$ cat config.mk
export PLATFORM = sky130hd
export DESIGN_NAME = polyline_stroke_extruder
export DESIGN_NICKNAME = d
export VERILOG_FILES = /design/src/pse_pkg.sv /design/src/polyline_stroke_extruder.sv
export SDC_FILE = /design/constraint.sdc
export NUM_CORES = 2
export LEC_CHECK = 0
export ABC_CLOCK_PERIOD_IN_PS = 14500
export BUFFER_PORTS_ARGS = -buffer_cell sky130_fd_sc_hd__buf_4
export CORE_ASPECT_RATIO = 1.2
export CORE_MARGIN = 10
export CORE_UTILIZATION = 45
export DETAILED_ROUTE_END_ITERATION = 8
export GPL_TIMING_DRIVEN = 0
export PLACE_DENSITY_LB_ADDON = 0.08
export REMOVE_ABC_BUFFERS = 1
export SKIP_LAST_GASP = 1
export SYNTH_ARGS = -nofsm -noshare
export SYNTH_HDL_FRONTEND = slang
export SYNTH_SLANG_ARGS = --single-unit
export TNS_END_PERCENT = 10
$ cat constraint.sdc
create_clock -name clk -period 14.5 [get_ports clk]
set_input_delay 2.9 -clock clk [delete_from_list [all_inputs] [get_ports clk]]
set_output_delay 2.9 -clock clk [all_outputs]
set_load 0.01 [all_outputs]
$ cat src/pse_pkg.sv
// Shared types, codes and constants of the polyline stroke extruder.
`default_nettype none
package pse_pkg;

	localparam int SLOTS          = 16;
	localparam int SLOT_W         = 4;
	localparam int RESULT_CAP     = 64;
	localparam int DEF_MAX_POINTS = 11;
	localparam int MIN_WINDOW     = 3;
	localparam int VTX_PER_SEG    = 6;
	localparam int UNIT_ONE       = 16384;

	localparam logic [15:0] THICK_RESET = 16'd256;
	localparam logic [4:0]  MAXP_RESET  = 5'd10;

	// Command codes carried on the input tuser.
	localparam logic CMD_ADD   = 1'b0;
	localparam logic CMD_CLEAR = 1'b1;

	// Configuration register indexes.
	localparam int REG_IDX_W = 1;
	localparam logic [REG_IDX_W-1:0] REG_THICKNESS  = 1'b0;
	localparam logic [REG_IDX_W-1:0] REG_MAX_POINTS = 1'b1;

	// Output tdata layout.
	localparam int OUT_U_BIT = 32;

	typedef enum logic [14:0] {
		ST_IDLE  = 15'b000000000000001,
		ST_SQ1   = 15'b000000000000010,
		ST_SQ2   = 15'b000000000000100,
		ST_SQRT  = 15'b000000000001000,
		ST_DLOAD = 15'b000000000010000,
		ST_DSTEP = 15'b000000000100000,
		ST_DISP  = 15'b000000001000000,
		ST_DOT1  = 15'b000000010000000,
		ST_DOT2  = 15'b000000100000000,
		ST_OFFX  = 15'b000001000000000,
		ST_OFFY  = 15'b000010000000000,
		ST_EWR   = 15'b000100000000000,
		ST_FIN   = 15'b001000000000000,
		ST_EST   = 15'b010000000000000,
		ST_EMIT  = 15'b100000000000000
	} state_t;

	typedef enum logic [1:0] {
		JOB_FIRST = 2'd0,
		JOB_TURN  = 2'd1,
		JOB_NEW   = 2'd2
	} job_t;

	typedef struct packed {
		logic [7:0] quo;
		logic [3:0] rem;
	} astep_t;

	// 510 divided by the window span d, as quotient and remainder.
	function automatic astep_t alpha_step(input logic [4:0] d);
		astep_t r;
		case (d)
			5'd2:    r = '{quo: 8'd255, rem: 4'd0};
			5'd3:    r = '{quo: 8'd170, rem: 4'd0};
			5'd4:    r = '{quo: 8'd127, rem: 4'd2};
			5'd5:    r = '{quo: 8'd102, rem: 4'd0};
			5'd6:    r = '{quo: 8'd85,  rem: 4'd0};
			5'd7:    r = '{quo: 8'd72,  rem: 4'd6};
			5'd8:    r = '{quo: 8'd63,  rem: 4'd6};
			5'd9:    r = '{quo: 8'd56,  rem: 4'd6};
			5'd10:   r = '{quo: 8'd51,  rem: 4'd0};
			5'd11:   r = '{quo: 8'd46,  rem: 4'd4};
			5'd12:   r = '{quo: 8'd42,  rem: 4'd6};
			5'd13:   r = '{quo: 8'd39,  rem: 4'd3};
			5'd14:   r = '{quo: 8'd36,  rem: 4'd6};
			5'd15:   r = '{quo: 8'd34,  rem: 4'd0};
			default: r = '{quo: 8'd0,   rem: 4'd0};
		endcase
		return r;
	endfunction

endpackage
`default_nettype wire

$ cat src/polyline_stroke_extruder.sv
// Polyline stroke extruder: turns a trail of points into a triangle list.
//
// Each add item carries one trail point; a clear item empties the history
// and gives no result. A new point is normalised against the previous one
// by a shared unit: two squares on one 18x18 multiplier, a 31-step square
// root and two 16-step restoring divisions on one 62-bit subtractor. The
// same multiplier forms the turn test and the edge offsets. A point that
// repeats the last one is not stored, but the window is still sent. After
// every add item that leaves at least two points in the window, the whole
// window is sent as six vertices per segment, one vertex per cycle while
// the output is taken. An add item that turns a corner runs the normaliser
// twice, for its direction and for the bisector of the two normals, before
// the window read starts; a straight one and the first segment of a trail
// run it once. Each vertex then passes the read stage and the output
// register, and a window holds up to 60 vertices. The input is not ready
// while a point is worked on or its vertices are being read out of the edge
// stores; the last few vertices drain through a read stage and the output
// register while the next item is already accepted. Configuration writes
// are to be made only while the block is idle; the block itself does not
// enforce this. Writing max_points also clears the history.
`default_nettype none
module polyline_stroke_extruder #(
	parameter int MAX_POINTS = pse_pkg::DEF_MAX_POINTS
) (
	input  logic        clk,
	input  logic        arst_n,
	input  logic        s_tvalid,
	output logic        s_tready,
	input  logic [31:0] s_tdata,    // point_x [15:0], point_y [31:16]
	input  logic [0:0]  s_tuser,    // command [0]
	output logic        m_tvalid,
	input  logic        m_tready,
	output logic [63:0] m_tdata,    // vertex_x, vertex_y, tex_u, tex_v, alpha, zero pad
	output logic        m_tlast,    // last vertex of the window
	input  logic        cfg_we,
	input  logic [pse_pkg::REG_IDX_W-1:0] cfg_index,
	input  logic [15:0] cfg_data
);
	import pse_pkg::*;

	// Largest window: the trail store depth and the reply limit bound it.
	localparam int CAP_A   = (MAX_POINTS < SLOTS) ? MAX_POINTS : SLOTS;
	localparam int CAP_B   = (CAP_A < RESULT_CAP / VTX_PER_SEG + 1) ? CAP_A
	                         : RESULT_CAP / VTX_PER_SEG + 1;
	localparam int WIN_CAP = (CAP_B < MIN_WINDOW) ? MIN_WINDOW : CAP_B;

	state_t state_q;
	job_t   job_q;

	// Configuration.
	logic [15:0] thick_q;
	logic [4:0]  maxp_q;

	// History.
	logic [31:0] last_pt_q, last_dir_q;
	logic [4:0]  count_q;
	logic [SLOT_W-1:0] oldest_q;
	logic [19:0] run_len_q;

	// Point under work and normaliser.
	logic signed [15:0] pt_x_q, pt_y_q;
	logic signed [17:0] vx_q, vy_q;
	logic        sel_h_q;
	logic [33:0] sq_q;
	logic [61:0] sr_v_q, sr_r_q, sr_bit_q;
	logic [30:0] root_q;
	logic [30:0] rem_q;
	logic [15:0] low_q, quot_q;
	logic [3:0]  cnt_q;
	logic        div_y_q, neg_q;
	logic signed [15:0] nrm_x_q, nrm_y_q, u_x_q, u_y_q;
	logic signed [35:0] prod_q;

	// Edge job.
	logic signed [15:0] ev_x_q, ev_y_q, ep_x_q, ep_y_q;
	logic signed [16:0] off_x_q, off_y_q;
	logic [SLOT_W-1:0]  eslot_q;

	// Emission.
	logic [SLOT_W-1:0] seg_q;
	logic [2:0]  vtx_q;
	logic [11:0] aq_q;
	logic [3:0]  arem_q;

	// Read stage and output register.
	logic        rd_v_s1, u_s1, last_s1;
	logic [7:0]  alpha_s1;
	logic [31:0] left_s1, right_s1;
	logic [19:0] len_s1;

	// Stores, undefined until written.
	logic [31:0] left_mem  [SLOTS];
	logic [31:0] right_mem [SLOTS];
	logic [19:0] len_mem   [SLOTS];

	// ------------------------------------------------------------------
	// Window size and slots.
	logic [4:0] win, span;
	always_comb begin
		win = (maxp_q < 5'(MIN_WINDOW)) ? 5'(MIN_WINDOW) : maxp_q;
		if (win > 5'(WIN_CAP))
			win = 5'(WIN_CAP);
		span = win - 5'd1;
	end

	logic [SLOT_W-1:0] new_slot, prev_slot;
	assign new_slot  = oldest_q + count_q[SLOT_W-1:0];
	assign prev_slot = new_slot - 1'b1;

	logic signed [15:0] in_x, in_y;
	assign in_x = s_tdata[15:0];
	assign in_y = s_tdata[31:16];

	// Normal of the current direction and the stored previous direction.
	logic signed [17:0] n_x, n_y, o_x, o_y;
	assign n_x = -{{2{u_y_q[15]}}, u_y_q};
	assign n_y = {{2{u_x_q[15]}}, u_x_q};
	assign o_x = {{2{last_dir_q[31]}}, last_dir_q[31:16]};
	assign o_y = {{2{last_dir_q[15]}}, last_dir_q[15:0]};

	// ------------------------------------------------------------------
	// Shared multiplier.
	logic signed [17:0] mul_a, mul_b;
	logic signed [35:0] mul_p;
	logic [15:0] abs_ev_x, abs_ev_y;
	assign abs_ev_x = ev_x_q[15] ? 16'(-ev_x_q) : ev_x_q;
	assign abs_ev_y = ev_y_q[15] ? 16'(-ev_y_q) : ev_y_q;

	always_comb begin
		mul_a = '0;
		mul_b = '0;
		case (state_q)
			ST_SQ1:  begin mul_a = vx_q; mul_b = vx_q; end
			ST_SQ2:  begin mul_a = vy_q; mul_b = vy_q; end
			ST_DOT1: begin mul_a = n_x;  mul_b = o_x;  end
			ST_DOT2: begin mul_a = n_y;  mul_b = o_y;  end
			ST_OFFX: begin mul_a = {2'b00, abs_ev_x}; mul_b = {2'b00, thick_q}; end
			ST_OFFY: begin mul_a = {2'b00, abs_ev_y}; mul_b = {2'b00, thick_q}; end
			default: begin mul_a = '0; mul_b = '0; end
		endcase
	end
	assign mul_p = mul_a * mul_b;

	// ------------------------------------------------------------------
	// Shared subtractor: square root trial and division trial.
	logic [61:0] sub_a, sub_b;
	logic [62:0] sub_d;
	logic        sub_ge;
	logic [31:0] div_t;
	assign div_t = {rem_q, low_q[15]};

	always_comb begin
		if (state_q == ST_SQRT) begin
			sub_a = sr_v_q;
			sub_b = sr_r_q + sr_bit_q;
		end else begin
			sub_a = {30'd0, div_t};
			sub_b = {31'd0, root_q};
		end
	end
	assign sub_d  = {1'b0, sub_a} - {1'b0, sub_b};
	assign sub_ge = ~sub_d[62];

	logic [61:0] sr_r_next;
	assign sr_r_next = sub_ge ? ((sr_r_q >> 1) + sr_bit_q) : (sr_r_q >> 1);

	logic [33:0] sq_sum;
	assign sq_sum = sq_q + mul_p[33:0];

	// Division load and result.
	logic signed [17:0] dcomp;
	logic [16:0] dmag;
	logic [45:0] dnum;
	assign dcomp = div_y_q ? vy_q : vx_q;
	assign dmag  = dcomp[17] ? 17'(-dcomp) : dcomp[16:0];
	assign dnum  = {1'b0, dmag, 28'd0} + {16'd0, root_q[30:1]};

	logic [15:0] quot_next, quot_clip;
	logic signed [15:0] quot_signed;
	assign quot_next   = {quot_q[14:0], sub_ge};
	assign quot_clip   = (quot_next > 16'(UNIT_ONE)) ? 16'(UNIT_ONE) : quot_next;
	assign quot_signed = neg_q ? 16'(-quot_clip) : quot_clip;

	// Turn test and the bisector input.
	logic signed [35:0] dot_sum;
	assign dot_sum = prod_q + mul_p;

	// Edge offset from the product.
	logic [35:0] off_round;
	logic [16:0] off_mag;
	assign off_round = mul_p + 36'sd16384;
	assign off_mag   = off_round[31:15];

	// Saturated edge vertices.
	function automatic logic [15:0] sat16(input logic signed [17:0] v);
		if (v > 18'sd32767)
			return 16'h7fff;
		else if (v < -18'sd32768)
			return 16'h8000;
		else
			return v[15:0];
	endfunction

	logic signed [17:0] ep_xe, ep_ye, of_xe, of_ye;
	assign ep_xe = {{2{ep_x_q[15]}}, ep_x_q};
	assign ep_ye = {{2{ep_y_q[15]}}, ep_y_q};
	assign of_xe = {off_x_q[16], off_x_q};
	assign of_ye = {off_y_q[16], off_y_q};

	logic [31:0] left_wr, right_wr;
	assign left_wr  = {sat16(ep_xe + of_xe), sat16(ep_ye + of_ye)};
	assign right_wr = {sat16(ep_xe - of_xe), sat16(ep_ye - of_ye)};

	// ------------------------------------------------------------------
	// Emission control.
	astep_t astep;
	assign astep = alpha_step(span);

	logic [SLOT_W-1:0] slot_a, slot_b, rd_addr;
	logic use_b, use_u, emit_last, issue, out_load;
	logic [7:0] alpha_seg;
	logic [4:0] arem_sum;

	assign slot_a    = oldest_q + seg_q;
	assign slot_b    = slot_a + 1'b1;
	// Vertex order in a segment: left a, right b, left b, left a, right a, right b.
	assign use_b     = (vtx_q == 3'd1) || (vtx_q == 3'd2) || (vtx_q == 3'd5);
	assign use_u     = (vtx_q == 3'd1) || (vtx_q == 3'd4) || (vtx_q == 3'd5);
	assign rd_addr   = use_b ? slot_b : slot_a;
	assign emit_last = ({1'b0, seg_q} == count_q - 5'd2) && (vtx_q == 3'(VTX_PER_SEG - 1));
	assign alpha_seg = ({seg_q, 1'b0} < span) ? aq_q[7:0] : 8'd255;
	assign arem_sum  = {1'b0, arem_q} + {1'b0, astep.rem};

	assign out_load = rd_v_s1 && (!m_tvalid || m_tready);
	assign issue    = (state_q == ST_EMIT) && (!rd_v_s1 || out_load);

	assign s_tready = (state_q == ST_IDLE);

	// ------------------------------------------------------------------
	// Memories.
	always_ff @(posedge clk) begin
		if (state_q == ST_EWR) begin
			left_mem[eslot_q]  <= left_wr;
			right_mem[eslot_q] <= right_wr;
		end
		if (issue) begin
			left_s1  <= left_mem[rd_addr];
			right_s1 <= right_mem[rd_addr];
		end
	end

	always_ff @(posedge clk) begin
		if (state_q == ST_FIN)
			len_mem[new_slot] <= run_len_q;
		if (issue)
			len_s1 <= len_mem[rd_addr];
	end

	// ------------------------------------------------------------------
	// Sequencer.
	always_ff @(posedge clk or negedge arst_n) begin
		if (!arst_n) begin
			state_q    <= ST_IDLE;
			job_q      <= JOB_NEW;
			thick_q    <= THICK_RESET;
			maxp_q     <= MAXP_RESET;
			last_pt_q  <= '0;
			last_dir_q <= '0;
			count_q    <= '0;
			oldest_q   <= '0;
			run_len_q  <= '0;
			sel_h_q    <= 1'b0;
			div_y_q    <= 1'b0;
			seg_q      <= '0;
			vtx_q      <= '0;
			aq_q       <= '0;
			arem_q     <= '0;
		end else begin
			if (cfg_we) begin
				unique case (cfg_index)
					REG_THICKNESS: thick_q <= cfg_data;
					REG_MAX_POINTS: begin
						maxp_q     <= cfg_data[4:0];
						count_q    <= '0;
						oldest_q   <= '0;
						run_len_q  <= '0;
						last_pt_q  <= '0;
						last_dir_q <= '0;
					end
				endcase
			end

			unique case (state_q)
				ST_IDLE: begin
					if (s_tvalid) begin
						if (s_tuser[0] == CMD_CLEAR) begin
							count_q    <= '0;
							oldest_q   <= '0;
							run_len_q  <= '0;
							last_pt_q  <= '0;
							last_dir_q <= '0;
						end else if (count_q == '0) begin
							pt_x_q  <= in_x;
							pt_y_q  <= in_y;
							state_q <= ST_FIN;
						end else if (last_pt_q != {in_x, in_y}) begin
							pt_x_q  <= in_x;
							pt_y_q  <= in_y;
							vx_q    <= {{2{in_x[15]}}, in_x}
							         - {{2{last_pt_q[31]}}, last_pt_q[31:16]};
							vy_q    <= {{2{in_y[15]}}, in_y}
							         - {{2{last_pt_q[15]}}, last_pt_q[15:0]};
							sel_h_q <= 1'b0;
							state_q <= ST_SQ1;
						end else begin
							state_q <= ST_EST;
						end
					end
				end
				ST_SQ1: begin
					sq_q    <= mul_p[33:0];
					state_q <= ST_SQ2;
				end
				ST_SQ2: begin
					sr_v_q   <= {sq_sum, 28'd0};
					sr_r_q   <= '0;
					sr_bit_q <= 62'd1 << 60;
					state_q  <= ST_SQRT;
				end
				ST_SQRT: begin
					if (sub_ge)
						sr_v_q <= sub_d[61:0];
					sr_r_q   <= sr_r_next;
					sr_bit_q <= sr_bit_q >> 2;
					if (sr_bit_q[0]) begin
						root_q  <= sr_r_next[30:0];
						div_y_q <= 1'b0;
						if (sr_r_next == '0) begin
							nrm_x_q <= '0;
							nrm_y_q <= '0;
							state_q <= ST_DISP;
						end else begin
							state_q <= ST_DLOAD;
						end
					end
				end
				ST_DLOAD: begin
					rem_q   <= {1'b0, dnum[45:16]};
					low_q   <= dnum[15:0];
					quot_q  <= '0;
					cnt_q   <= '0;
					neg_q   <= dcomp[17];
					state_q <= ST_DSTEP;
				end
				ST_DSTEP: begin
					rem_q  <= sub_ge ? sub_d[30:0] : div_t[30:0];
					quot_q <= quot_next;
					low_q  <= {low_q[14:0], 1'b0};
					cnt_q  <= cnt_q + 1'b1;
					if (cnt_q == 4'd15) begin
						if (!div_y_q) begin
							nrm_x_q <= quot_signed;
							div_y_q <= 1'b1;
							state_q <= ST_DLOAD;
						end else begin
							nrm_y_q <= quot_signed;
							state_q <= ST_DISP;
						end
					end
				end
				ST_DISP: begin
					ep_x_q  <= last_pt_q[31:16];
					ep_y_q  <= last_pt_q[15:0];
					eslot_q <= prev_slot;
					if (!sel_h_q) begin
						u_x_q     <= nrm_x_q;
						u_y_q     <= nrm_y_q;
						run_len_q <= run_len_q + 20'((root_q + 31'd8192) >> 14);
						if (count_q == 5'd1) begin
							// First segment: the start point takes its own normal.
							ev_x_q  <= -nrm_y_q;
							ev_y_q  <= nrm_x_q;
							job_q   <= JOB_FIRST;
							state_q <= ST_OFFX;
						end else begin
							state_q <= ST_DOT1;
						end
					end else begin
						// Bisector of the two normals; a zero sum keeps the new normal.
						if (root_q == '0) begin
							ev_x_q <= n_x[15:0];
							ev_y_q <= n_y[15:0];
						end else begin
							ev_x_q <= nrm_x_q;
							ev_y_q <= nrm_y_q;
						end
						job_q   <= JOB_TURN;
						state_q <= ST_OFFX;
					end
				end
				ST_DOT1: begin
					prod_q  <= mul_p;
					state_q <= ST_DOT2;
				end
				ST_DOT2: begin
					if (dot_sum != '0) begin
						vx_q    <= n_x - o_y;
						vy_q    <= n_y + o_x;
						sel_h_q <= 1'b1;
						state_q <= ST_SQ1;
					end else begin
						ev_x_q  <= n_x[15:0];
						ev_y_q  <= n_y[15:0];
						ep_x_q  <= pt_x_q;
						ep_y_q  <= pt_y_q;
						eslot_q <= new_slot;
						job_q   <= JOB_NEW;
						state_q <= ST_OFFX;
					end
				end
				ST_OFFX: begin
					off_x_q <= ev_x_q[15] ? -$signed(off_mag) : $signed(off_mag);
					state_q <= ST_OFFY;
				end
				ST_OFFY: begin
					off_y_q <= ev_y_q[15] ? -$signed(off_mag) : $signed(off_mag);
					state_q <= ST_EWR;
				end
				ST_EWR: begin
					if (job_q == JOB_NEW) begin
						state_q <= ST_FIN;
					end else begin
						ev_x_q  <= n_x[15:0];
						ev_y_q  <= n_y[15:0];
						ep_x_q  <= pt_x_q;
						ep_y_q  <= pt_y_q;
						eslot_q <= new_slot;
						job_q   <= JOB_NEW;
						state_q <= ST_OFFX;
					end
				end
				ST_FIN: begin
					if (count_q != '0)
						last_dir_q <= {u_x_q, u_y_q};
					last_pt_q <= {pt_x_q, pt_y_q};
					// The window never holds more points than its size; when full the oldest is dropped.
					if (count_q + 5'd1 > win)
						oldest_q <= oldest_q + 1'b1;
					else
						count_q <= count_q + 5'd1;
					state_q <= ST_EST;
				end
				ST_EST: begin
					seg_q  <= '0;
					vtx_q  <= '0;
					aq_q   <= '0;
					arem_q <= '0;
					state_q <= (count_q < 5'd2) ? ST_IDLE : ST_EMIT;
				end
				ST_EMIT: begin
					if (issue) begin
						if (vtx_q == 3'(VTX_PER_SEG - 1)) begin
							vtx_q <= '0;
							seg_q <= seg_q + 1'b1;
							if (arem_sum >= span) begin
								arem_q <= 4'(arem_sum - span);
								aq_q   <= aq_q + {4'd0, astep.quo} + 12'd1;
							end else begin
								arem_q <= arem_sum[3:0];
								aq_q   <= aq_q + {4'd0, astep.quo};
							end
						end else begin
							vtx_q <= vtx_q + 3'd1;
						end
						if (emit_last)
							state_q <= ST_IDLE;
					end
				end
			endcase
		end
	end

	// ------------------------------------------------------------------
	// Read stage and output register.
	always_ff @(posedge clk or negedge arst_n) begin
		if (!arst_n) begin
			rd_v_s1  <= 1'b0;
			m_tvalid <= 1'b0;
		end else begin
			if (issue)
				rd_v_s1 <= 1'b1;
			else if (out_load)
				rd_v_s1 <= 1'b0;
			if (out_load)
				m_tvalid <= 1'b1;
			else if (m_tready)
				m_tvalid <= 1'b0;
		end
	end

	// The stores keep x in the upper half; the output puts x first.
	always_ff @(posedge clk) begin
		if (issue) begin
			u_s1     <= use_u;
			last_s1  <= emit_last;
			alpha_s1 <= alpha_seg;
		end
		if (out_load) begin
			m_tdata <= {3'd0, alpha_s1, len_s1, u_s1,
			            u_s1 ? {right_s1[15:0], right_s1[31:16]}
			                 : {left_s1[15:0], left_s1[31:16]}};
			m_tlast <= last_s1;
		end
	end

endmodule
`default_nettype wire

==> flow_summary.ini <==
[run_status]
status = finished, violations left
violations = max-capacitance violations, max-slew violations

[global_route]
grt_max_degree = 112
grt_first_pass_wirelength_um = 515000
grt_overflow = 0
grt_antenna_before_repair = 21
grt_pass1_vias = 81100
grt_util_all_layers_pct = 23.1

[pwr]
max-vdd-ir-drop_mv = 0.141
power_density_nw_per_um2 = 118
total_power_mw = 16.4
leakage_nw = 49.5

[timing]
post-route-period-util_pct = 96.8
clock_skew_ps = 107
setup_violations = 0
max_slew_margin_pct = -2.01
tightest_slew_ps = 1520
maxSlewViolCount = 5
period_minus_slack_ps = 14040
hold_viol = 0
fmax_mhz = 71.2
holdWs_ps = 416

[floorplan]
core_um2 = 268000
floorplan.initialDensity_pct = 45.3
pin_count = 122
die_y_um = 589
die-area_um2 = 291000
die_w_um = 494
rows = 208

[cells_and_area]
fillCellCount = 22900
syn_to_final_growth_pct = 14.2
drive_gt1_share_pct = 13.8
fin_nets = 10800

[clock_network]
cts_buffers = 234
cts_buffer_depth = 4
cts_tree = built
cts.clk_slew.worst_paths_ps = 70
clock-sinks = 2210
worstSkewPairLatency_ps = 940
root_buffer = clkbuf_16
htreeDepth = 4

[synthesis]
yosysSeqAreaShare_pct = 54.0
yosysWarnings = 0
synth_edf_count = 2056
synth.distinct_cells = 101
synthCells = 9666
yosys_register_bits = 2210
synthFlopType = edfxtp_1
syn_area_um2 = 121000
postSynthAreaPerCell_um2 = 12.6
ys_async_sr_fraction_pct = 6.97

[setup_path]
cp_slowest_stage_delay_ps = 570
critPathSlowestCell = o41a_1
worst_ep_arrival_time_ps = 14610
critPathCaptureType = flop
crit_top_cell = fa_1
critPathRequiredTime_ps = 15060
r2r-start = state_q[9]$_DFFE_PN0P_
crit_path_start_kind = flop
crit_type = reg -> reg
worstPathMaxFanout = 17
crit_start = state_q[9]$_DFFE_PN0P_

[route]
wire_per_inst_um = 25.1
wl_um = 344000
num_vias = 79500
drt_iter0_drc = 6083
route.detailed.drc = 0
antenna_left = 0
routed_via_density = 5.80
drt_first_pass_iters = 6

[run]
drv_cap = 1

[placement]
place_congestion = 0.944
port_buffers = 118
dpl.hpwl_um = 254000

[hold_path]
hold_start = pt_x_q[13]$_DFFE_PP_
min_path_type = reg -> reg
registers in the layout, summed over array words and instances, names as in the netlist, 18 cells and up:
signal	count
sr_v_q	62
run_len_q	20
rem_q	31
left_s1	32
root_q	31
m_tdata	61
left_mem	512
sr_r_q	62
prod_q	36
sr_bit_q	31
len_mem	320
last_dir_q	32
right_s1	32
len_s1	20
sq_q	34
right_mem	512
vx_q	18
last_pt_q	32
cells by family after synthesis:
| group | share of synthesized area (%) |
|---|---|
| buf+inv | 3.42 |
| mux | 7.74 |
| compound gates | 9.88 |
| xor+xnor | 4.01 |
| other cells | 0.00618 |
| simple gates | 10.1 |
| flops | 54.0 |
| fa+ha+maj | 10.9 |
worst max-delay path: cells and delay by family (launching register included):
kind,cells,cell delay [ps]
compound gates,11,3350
xor+xnor,1,160
simple gates,19,4580
buf+inv,10,1510
flops,1,430
fa+ha+maj,8,3660
Yosys cell counts, types with 15 or more instances:
| cell type | n | area share, % |
|---|---|---|
| and4_1 | 16 | 0.12 |
| nor2_1 | 622 | 1.9 |
| a211oi_1 | 130 | 0.80 |
| a22oi_1 | 34 | 0.21 |
| xor2_1 | 190 | 1.4 |
| nor2b_1 | 157 | 0.81 |
| o21ai_0 | 480 | 2.0 |
| mux2_2 | 54 | 0.50 |
| o21a_1 | 43 | 0.27 |
| edfxtp_1 | 2056 | 51 |
| a21o_1 | 133 | 0.82 |
| o211ai_1 | 25 | 0.15 |
| a21oi_1 | 484 | 2.0 |
| mux4_2 | 336 | 6.2 |
| o41ai_1 | 18 | 0.13 |
| nor3_1 | 130 | 0.54 |
| a31o_2 | 25 | 0.18 |
| nor4_1 | 47 | 0.24 |
| clkbuf_1 | 347 | 1.1 |
| nand4_1 | 72 | 0.37 |
| o22ai_1 | 15 | 0.077 |
| nand2_1 | 881 | 2.7 |
| a22o_1 | 89 | 0.64 |
| nand2b_1 | 83 | 0.43 |
| o31ai_1 | 42 | 0.26 |
| a31oi_1 | 76 | 0.39 |
| a21boi_0 | 36 | 0.22 |
| ha_1 | 499 | 5.1 |
| nand3_1 | 108 | 0.44 |
| dfrtp_1 | 149 | 3.1 |
| buf_1 | 68 | 0.21 |
| o21bai_1 | 53 | 0.33 |
| a221oi_1 | 21 | 0.15 |
| mux2i_1 | 123 | 1.0 |
| a2111oi_0 | 16 | 0.12 |
| fa_1 | 347 | 5.7 |
| or4_1 | 19 | 0.12 |
| or2_2 | 26 | 0.13 |
| and2_1 | 171 | 0.88 |
| or3_1 | 83 | 0.43 |
| inv_1 | 675 | 2.1 |
| xnor2_1 | 363 | 2.6 |
| and3_1 | 79 | 0.41 |
| nor3b_1 | 32 | 0.20 |
report_power, final:
part	internal (mW)	switching [mW]
registers	7.01	0.0631
logic	1.58	1.63
clock network	3.55	2.55
cell type report:
| class | instances | area [um2] | share of cell area [%] |
|---|---|---|---|
| timing repair buffer | 435 | 5750 | 4.14 |
| sequential | 2210 | 65600 | 47.3 |
| clock buffer | 270 | 6010 | 4.33 |
| antenna | 13 | 32.5 | 0.0235 |
| inverter | 679 | 2560 | 1.85 |
| clock inverter | 158 | 1700 | 1.23 |
| multi-input combinational | 6357 | 52600 | 37.9 |
| tap | 3570 | 4470 | 3.22 |
placed cells by master (no fill, tap or decap), types with 85 or more instances in the layout:
| cell type | Yosys | layout |
|---|---|---|
| buf_4 | 3 | 178 |
| a211oi_1 | 130 | 125 |
| edfxtp_1 | 2056 | 2056 |
| nor2b_1 | 157 | 153 |
| a21o_1 | 133 | 133 |
| buf_6 | 1 | 85 |
| nor3_1 | 130 | 119 |
| nor2_1 | 622 | 602 |
| o21ai_0 | 480 | 421 |
| and2_1 | 171 | 162 |
| ha_1 | 499 | 496 |
| fa_1 | 347 | 347 |
| xnor2_1 | 363 | 348 |
| mux2i_1 | 123 | 123 |
| xor2_1 | 190 | 188 |
| a21oi_1 | 484 | 479 |
| a22o_1 | 89 | 89 |
| mux4_2 | 336 | 336 |
| inv_1 | 675 | 673 |
| clkbuf_16 | 0 | 234 |
| dfrtp_1 | 149 | 148 |
| nand2_1 | 881 | 867 |
| nand3_1 | 108 | 108 |
what timing repair did:
item / 4_1_cts / 5_1_grt
endpoints found under the setup margin: 110 / 104
hold buffers: 0 / 0
pin swaps: 4 / 13
buffers inserted: 7 / 30
resized for setup: 46 / 41
path summary, 6_finish.rpt:
path                                      endpoint  slack (ps)  depth (start not counted)
hold / removal             last_pt_q[29]$_DFF_PN0_         420                          1
hold reg to reg            last_pt_q[29]$_DFF_PN0_         420                          1
max in group asynchronous  thick_q[10]$_DFFE_PN0P_       11440                          2
setup / recovery               ev_x_q[1]$_DFFE_PP_         460                         49
min in group asynchronous   run_len_q[3]$_DFF_PN0_        1980                          1
setup reg to reg               ev_x_q[1]$_DFFE_PP_         460                         49
metrics by stage:
| step | setup TNS [ps] | instance area, um2 | utilization, % | setup WS (ps) | std cells |
|---|---|---|---|---|---|
| 2_1_floorplan | -1719320 | 120000 | - | -15610 | 9246 |
| 3_3_place_gp | -7896620 | 125000 | 46.7 | -31000 | 12900 |
| 3_5_place_dp | -317930 | 130000 | 48.6 | -3570 | 13200 |
| 4_1_cts | 0 | 138000 | 51.5 | 10.1 | 13600 |
| 5_1_grt | -46.4 | 139000 | 51.7 | -15.7 | 13700 |
| 6_report | 0 | 139000 | 51.8 | 458 | 13700 |
metal layers:
| layer | part of all wire [%] | global-route usage, % |
|---|---|---|
| met1 | 40 | 29.5 |
| met2 | 50 | 39.6 |
| met3 | 5.1 | 2.88 |
| met4 | 4.8 | 9.97 |
| met5 | 0.010 | 0 |
No activity file was read; power rests on OpenSTA's default activity.
